[config.mk]
export PLATFORM = sky130hd
export DESIGN_NAME = status_frame_receiver
export DESIGN_NICKNAME = d
export VERILOG_FILES = /design/src/hw/rtl/sfr_pkg.sv /design/src/hw/rtl/sfr_front.sv /design/src/hw/rtl/sfr_queue.sv /design/src/hw/rtl/sfr_back.sv /design/src/hw/rtl/status_frame_receiver.sv
export SDC_FILE = /design/constraint.sdc
export NUM_CORES = 1
export LEC_CHECK = 0
export BUFFER_PORTS_ARGS = -buffer_cell sky130_fd_sc_hd__buf_2
export CAP_MARGIN = 20
export CORE_MARGIN = 2
export CORE_UTILIZATION = 60
export CTS_BUF_LIST = sky130_fd_sc_hd__clkbuf_8
export DETAILED_ROUTE_END_ITERATION = 16
export PLACE_DENSITY_LB_ADDON = 0.05
export SETUP_SLACK_MARGIN = 0.02
export SYNTH_ARGS = -nofsm -noshare
export SYNTH_HDL_FRONTEND = slang
export SYNTH_SLANG_ARGS = --single-unit
[constraint.sdc]
create_clock -name i_clk -period 5.4 [get_ports i_clk]
set_input_delay 1.08 -clock i_clk [delete_from_list [all_inputs] [get_ports i_clk]]
set_output_delay 1.08 -clock i_clk [all_outputs]
set_load 0.01 [all_outputs]
[src/hw/rtl/sfr_pkg.sv]
package sfr_pkg;

    localparam int FRAME_LEN   = 16;
    localparam int FILL_W      = $clog2(FRAME_LEN);
    localparam int QUEUE_DEPTH = 2;
    localparam int QUEUE_AW    = $clog2(QUEUE_DEPTH);
    localparam int QUEUE_CW    = $clog2(QUEUE_DEPTH + 1);

    localparam logic [7:0] HDR_BYTE    = 8'hAA;
    localparam logic [7:0] ID_BYTE     = 8'h03;
    localparam logic [7:0] LEN_BYTE    = 8'h0B;
    localparam logic [7:0] TAIL_BYTE   = 8'hBB;
    localparam logic [7:0] DIR_REVERSE = 8'h01;

    // byte positions within a complete frame, oldest byte first
    localparam int POS_HDR     = 0;
    localparam int POS_ID      = 1;
    localparam int POS_LEN     = 2;
    localparam int POS_STATUS  = 3;
    localparam int POS_DIR     = 5;
    localparam int POS_L_LO    = 6;
    localparam int POS_L_HI    = 7;
    localparam int POS_R_LO    = 9;
    localparam int POS_R_HI    = 10;
    localparam int POS_BATT    = 11;
    localparam int POS_SERVO   = 12;
    localparam int POS_SUM_LO  = 3;
    localparam int POS_SUM_HI  = 13;
    localparam int POS_CHK     = 14;

    typedef struct packed {
        logic [7:0] status;
        logic [7:0] dir;
        logic [7:0] l_lo;
        logic [7:0] l_hi;
        logic [7:0] r_lo;
        logic [7:0] r_hi;
        logic [7:0] batt;
        logic [7:0] servo;
    } t_frame;

endpackage

[src/hw/rtl/sfr_front.sv]
module sfr_front (
    input  logic          i_clk,
    input  logic          i_rst_n,
    input  logic          i_push,
    input  logic [7:0]    i_rx_byte,
    input  logic          i_q_full,
    output logic          o_q_push,
    output sfr_pkg::t_frame o_q_frame
);
    import sfr_pkg::*;

    logic [7:0]        r_win [FRAME_LEN];
    logic [7:0]        r_sum;
    logic [7:0]        n_sum;
    logic [FILL_W-1:0] r_fill;
    logic [FILL_W-1:0] n_fill;
    logic              accept;
    logic              full_window;
    logic              frame_ok;

    assign accept      = i_push && !i_q_full;
    assign full_window = (r_fill == FILL_W'(FRAME_LEN - 1));

    // running sum of the checksum span, tracked across the shift
    assign n_sum = r_sum - r_win[POS_SUM_LO] + r_win[POS_SUM_HI + 1];

    // checks look at the window as it will be after this byte shifts in
    assign frame_ok = (r_win[POS_HDR + 1] == HDR_BYTE)
                   && (r_win[POS_ID + 1] == ID_BYTE)
                   && (r_win[POS_LEN + 1] == LEN_BYTE)
                   && (r_win[POS_CHK + 1] == n_sum)
                   && (i_rx_byte == TAIL_BYTE);

    always_comb begin
        if (!full_window) begin
            n_fill = r_fill + FILL_W'(1);
        end else if (frame_ok) begin
            n_fill = '0;
        end else begin
            n_fill = r_fill;
        end
    end

    always_ff @(posedge i_clk) begin
        if (!i_rst_n) begin
            r_fill <= '0;
            r_sum  <= '0;
            for (int i = 0; i < FRAME_LEN; i++) begin
                r_win[i] <= '0;
            end
        end else if (accept) begin
            r_fill <= n_fill;
            r_sum  <= n_sum;
            for (int i = 0; i < FRAME_LEN - 1; i++) begin
                r_win[i] <= r_win[i + 1];
            end
            r_win[FRAME_LEN - 1] <= i_rx_byte;
        end
    end

    assign o_q_push = accept && full_window && frame_ok;

    assign o_q_frame.status = r_win[POS_STATUS + 1];
    assign o_q_frame.dir    = r_win[POS_DIR + 1];
    assign o_q_frame.l_lo   = r_win[POS_L_LO + 1];
    assign o_q_frame.l_hi   = r_win[POS_L_HI + 1];
    assign o_q_frame.r_lo   = r_win[POS_R_LO + 1];
    assign o_q_frame.r_hi   = r_win[POS_R_HI + 1];
    assign o_q_frame.batt   = r_win[POS_BATT + 1];
    assign o_q_frame.servo  = r_win[POS_SERVO + 1];

endmodule

[src/hw/rtl/sfr_queue.sv]
module sfr_queue (
    input  logic            i_clk,
    input  logic            i_rst_n,
    input  logic            i_push,
    input  sfr_pkg::t_frame i_frame,
    output logic            o_full,
    input  logic            i_pop,
    output logic            o_empty,
    output sfr_pkg::t_frame o_frame
);
    import sfr_pkg::*;

    t_frame              r_mem [QUEUE_DEPTH];
    logic [QUEUE_AW-1:0] r_wr_ptr;
    logic [QUEUE_AW-1:0] r_rd_ptr;
    logic [QUEUE_CW-1:0] r_count;
    logic                do_push;
    logic                do_pop;

    assign o_full  = (r_count == QUEUE_CW'(QUEUE_DEPTH));
    assign o_empty = (r_count == '0);
    assign do_push = i_push && !o_full;
    assign do_pop  = i_pop && !o_empty;
    assign o_frame = r_mem[r_rd_ptr];

    function automatic logic [QUEUE_AW-1:0] ptr_inc(input logic [QUEUE_AW-1:0] p);
        logic [QUEUE_AW-1:0] q;
        if (p == QUEUE_AW'(QUEUE_DEPTH - 1)) begin
            q = '0;
        end else begin
            q = p + QUEUE_AW'(1);
        end
        return q;
    endfunction

    always_ff @(posedge i_clk) begin
        if (do_push) begin
            r_mem[r_wr_ptr] <= i_frame;
        end
    end

    always_ff @(posedge i_clk) begin
        if (!i_rst_n) begin
            r_wr_ptr <= '0;
            r_rd_ptr <= '0;
            r_count  <= '0;
        end else begin
            if (do_push) begin
                r_wr_ptr <= ptr_inc(r_wr_ptr);
            end
            if (do_pop) begin
                r_rd_ptr <= ptr_inc(r_rd_ptr);
            end
            if (do_push && !do_pop) begin
                r_count <= r_count + QUEUE_CW'(1);
            end else if (do_pop && !do_push) begin
                r_count <= r_count - QUEUE_CW'(1);
            end
        end
    end

endmodule

[src/hw/rtl/sfr_back.sv]
module sfr_back (
    input  logic            i_clk,
    input  logic            i_rst_n,
    input  logic            i_q_empty,
    input  sfr_pkg::t_frame i_q_frame,
    output logic            o_q_pop,
    output logic            o_empty,
    input  logic            i_pop,
    output logic [7:0]      o_drive_status,
    output logic [15:0]     o_left_speed,
    output logic [15:0]     o_right_speed,
    output logic            o_reverse,
    output logic signed [7:0] o_steer_angle,
    output logic [7:0]      o_battery_level
);
    import sfr_pkg::*;

    logic              r_valid;
    logic              load;
    logic [15:0]       n_left;
    logic [15:0]       n_right;
    logic [7:0]        r_status;
    logic [15:0]       r_left;
    logic [15:0]       r_right;
    logic              r_reverse;
    logic signed [7:0] r_angle;
    logic [7:0]        r_batt;

    assign load    = !r_valid || i_pop;
    assign o_q_pop = load && !i_q_empty;
    assign n_left  = {i_q_frame.l_hi, i_q_frame.l_lo};
    assign n_right = {i_q_frame.r_hi, i_q_frame.r_lo};

    always_ff @(posedge i_clk) begin
        if (!i_rst_n) begin
            r_valid <= 1'b0;
        end else if (load) begin
            r_valid <= !i_q_empty;
        end
    end

    always_ff @(posedge i_clk) begin
        if (o_q_pop) begin
            r_status  <= i_q_frame.status;
            r_left    <= n_left;
            r_right   <= n_right;
            r_reverse <= (i_q_frame.dir == DIR_REVERSE);
            // servo reads zero while the drive is stopped
            if (n_left == '0 && n_right == '0) begin
                r_angle <= '0;
            end else begin
                r_angle <= $signed(i_q_frame.servo);
            end
            r_batt    <= i_q_frame.batt;
        end
    end

    assign o_empty         = !r_valid;
    assign o_drive_status  = r_status;
    assign o_left_speed    = r_left;
    assign o_right_speed   = r_right;
    assign o_reverse       = r_reverse;
    assign o_steer_angle   = r_angle;
    assign o_battery_level = r_batt;

endmodule

[src/hw/rtl/status_frame_receiver.sv]
// a frame's result shows on the result ports after it passes the frame queue entry and then
//   the output register, when the output is free
// throughput: one byte per cycle while full is low; full rises only when two decoded frames wait behind
//   an output that is not popped (two-entry frame queue plus output register)
// reset: synchronous, active low; clears the byte window, fill count, checksum and queue,
//   result side reads empty; no clearing pass, bytes accepted in the cycle after reset
module status_frame_receiver (
    input  logic              i_clk,
    input  logic              i_rst_n,
    input  logic              i_push,
    output logic              o_full,
    input  logic [7:0]        i_rx_byte,
    output logic              o_empty,
    input  logic              i_pop,
    output logic [7:0]        o_drive_status,
    output logic [15:0]       o_left_speed,
    output logic [15:0]       o_right_speed,
    output logic              o_reverse,
    output logic signed [7:0] o_steer_angle,
    output logic [7:0]        o_battery_level
);
    import sfr_pkg::*;

    logic   q_push;
    logic   q_full;
    t_frame wr_frame;
    t_frame rd_frame;
    logic   q_empty;
    logic   q_pop;

    assign o_full = q_full;

    sfr_front u_front (
        .i_clk     (i_clk),
        .i_rst_n   (i_rst_n),
        .i_push    (i_push),
        .i_rx_byte (i_rx_byte),
        .i_q_full  (q_full),
        .o_q_push  (q_push),
        .o_q_frame (wr_frame)
    );

    sfr_queue u_queue (
        .i_clk   (i_clk),
        .i_rst_n (i_rst_n),
        .i_push  (q_push),
        .i_frame (wr_frame),
        .o_full  (q_full),
        .i_pop   (q_pop),
        .o_empty (q_empty),
        .o_frame (rd_frame)
    );

    sfr_back u_back (
        .i_clk           (i_clk),
        .i_rst_n         (i_rst_n),
        .i_q_empty       (q_empty),
        .i_q_frame       (rd_frame),
        .o_q_pop         (q_pop),
        .o_empty         (o_empty),
        .i_pop           (i_pop),
        .o_drive_status  (o_drive_status),
        .o_left_speed    (o_left_speed),
        .o_right_speed   (o_right_speed),
        .o_reverse       (o_reverse),
        .o_steer_angle   (o_steer_angle),
        .o_battery_level (o_battery_level)
    );

endmodule

==> flow_metrics.tcl <==
set metrics [dict create \
    status "finished clean" \
    period_share_pct 79.2 \
    start_util_pct 61.2 \
    syn_inst 747 \
    syn_nets 776 \
    clk_latency_ps 550 \
    cts_tree "yes" \
    drc 0 \
    yosys_register_bits 323 \
    finClkSkew_ps 16.2 \
    synth_area_leaders "edfxtp_1 (74%), mux2_2 (4.4%), and3_1 (3.8%), dfxtp_1 (2.9%), and2_1 (2.1%)" \
    post_cts_resized 0 \
    ioPinCount 71 \
    setup_slack_ps 1120 \
    end_kind "flip-flop" \
    setup_violations 0 \
    crit_path_start_kind "flip-flop" \
    period_minus_slack_ps 4280 \
    setup-tns-final_ps 0 \
    num_rows 52 \
    grt_max_degree 117 \
    numCtsBuffers 49 \
    power.leakage_uw 0.00532 \
    yosysTopAreaCell "edfxtp_1" \
    dr.pass1.iters 5 \
    overflow 0 \
    path_clk_slew_ps 60 \
    dieHeight_um 148 \
    num_vias 6374 \
    placedInstanceArea_um2 13100 \
    n_antenna_cell 0 \
    seq_area_frac_synth_pct 76.6 \
    cts_sinks 323 \
    path_max_fanout 24 \
    worst_hold_slack_ps 453 \
    core_um2 20300 \
    viasPerCell 5.55 \
    dp_hpwl_mm 13.5 \
    area_growth_pct 12.2 \
    peakVddDrop_uv 359 \
    synth_flop_cell "edfxtp_1" \
    tightest_slew_ps 967 \
    syn_area_per_cell_um2 16.6 \
    antenna_found_initial 0 \
    p_total_uw 6730 \
    nets 872 \
    powerDensity_nw_per_um2 483 \
    maxCapViolCount 0 \
    grt_use_total_pct 20.4 \
    stdcell_area_um2 13900 \
    maxSlewViolCount 0 \
    async_flop_share_pct 0 \
    drt_wl_total_mm 21.9 \
    synth_edf_count 305 \
    grt_first_pass_wirelength_mm 34.2 \
    yosysWarnings 0 \
    synth_cell_types 46 \
    wl_per_cell_um 19.1 \
    dp_worst_setup_slack_ps 1130 \
    relSlewSlack_pct 35.6 \
    cp.required_ps 5600 \
    rsz0062_at_grt "false" \
    drive_above_1_share_pct 23.1 \
    path_class "flip-flop to flip-flop" \
    htree_num_levels 2 \
    worstPathArrival_ps 4480 \
    grt_pass1_vias 6482 \
    cts_setup_buffers 0 \
    yosys.area.top_type_share_pct 73.7 \
    place_congestion 0.907 \
    port_buffers 70 \
    ctsHoldBuffers 0 \
    finalHoldViolations 0 \
    cts_root_buffer "clkbuf_8" \
    clk_path_buf_depth 3 \
    max_freq_mhz 234 \
    drtIter0Drc 465 \
    antenna_left 0 \
    die_w_um 148 \
    synthesis.area_um2 12400 \
    die_area_um2 21900 \
    hold_class "flip-flop to flip-flop" \
]
## worst max-delay path, cell delays in order, from the launching register on
cell and delay, ps:
edfxtp_1 440, fa_1 540, inv_1 80, fa_1 540, xor2_1 190, nor4_1 350
nand4_1 170, nor4_1 370, nand4b_2 240, nor2_1 200, and2_2 390, buf_4 410
## per-layer routing
metal | track usage (%) | vias up | routed length (um)
li1 | - | 3010 | -
met3 | 4.20 | 55 | 1120
met5 | 0 | - | 0
met1 | 27.6 | 3122 | 9610
met2 | 32.7 | 187 | 10400
met4 | 8.57 | 0 | 737
## where the power goes
| group | switching, uW | internal (uW) | leakage [uW] | total, uW |
|---|---|---|---|---|
| clock network | 870 | 874 | 0.000498 | 1740 |
| logic | 870 | 645 | 0.00166 | 1510 |
| registers | 198 | 3280 | 0.00316 | 3480 |
| total | 1940 | 4800 | 0.00532 | 6730 |
## layout by cell type, fill, tap and decap left out, drive strengths merged, types with 3 or more instances in the layout
master  instances
clkinv         19
inv            48
ha             10
a21oi          18
nor4b           4
xnor2          13
nor3            4
buf            79
nand4b          3
mux2i           9
nand4           4
or3             3
xor2            6
nor4           18
nor2           31
o21ai           9
or4             3
clkbuf         51
dfxtp          18
nand2          23
mux2           49
and3           75
and2           42
a211oi          3
edfxtp        305
fa              7
## final timing paths
check                        from                  end  slack [ps]  depth (start not counted)
max          u_front.r_win[0][25]  u_queue.r_mem[1][0]        1120                         11
min              u_front.r_sum[6]     u_front.r_sum[6]         450                          2
max reg2reg  u_front.r_win[0][25]  u_queue.r_mem[1][0]        1120                         11
min reg2reg      u_front.r_sum[6]     u_front.r_sum[6]         450                          2
## final cells by class
class / instances / area, um^2
clock inverters: 36 / 154
flip-flops and latches: 323 / 9520
inverters: 33 / 124
repair buffers: 79 / 430
clock buffers: 51 / 702
multi-input cells: 357 / 2670
well taps: 270 / 338
fillers: 1426 / 6360
## stage by stage
stage,cells,util (%)
4_1_cts,1149,68.7
2_1_floorplan,747,-
3_5_place_dp,1062,64.5
3_3_place_gp,1062,64.5
6_report,1149,68.7
5_1_grt,1149,68.7
## registers in the layout (all words and copies together), names as in the netlist, 2 cells and up, named ones only
signal                  flops
u_back.o_battery_level      8
u_back.o_drive_status       8
u_back.o_left_speed        16
u_back.o_right_speed       16
u_back.o_steer_angle        8
u_front.r_fill              4
u_front.r_sum               8
u_front.r_win             120
u_queue.r_count             2
u_queue.r_mem             128
## logic make-up (layout without fill, tap and decap cells)
kind of cell / Yosys count / in the layout / share of synthesized area [%]
flops: 323 / 323 / 76.6
simple gates: 221 / 221 / 10.4
buf+inv: 67 / 199 / 2.02
mux: 58 / 58 / 5.20
compound gates: 41 / 41 / 2.08
xor+xnor: 20 / 20 / 1.58
fa+ha+maj: 17 / 17 / 2.13
## cell usage after synthesis, types with 6 or more instances
cell	instances
a21oi_1	18
and2_1	42
and3_1	75
clkbuf_1	34
dfxtp_1	18
edfxtp_1	305
fa_1	7
ha_1	10
inv_1	33
mux2_2	48
mux2i_1	9
nand2_1	23
nor2_1	31
nor4_1	18
o21ai_0	9
xnor2_1	12
xor2_1	6
Note: power is estimated with default switching activity, not from simulation.
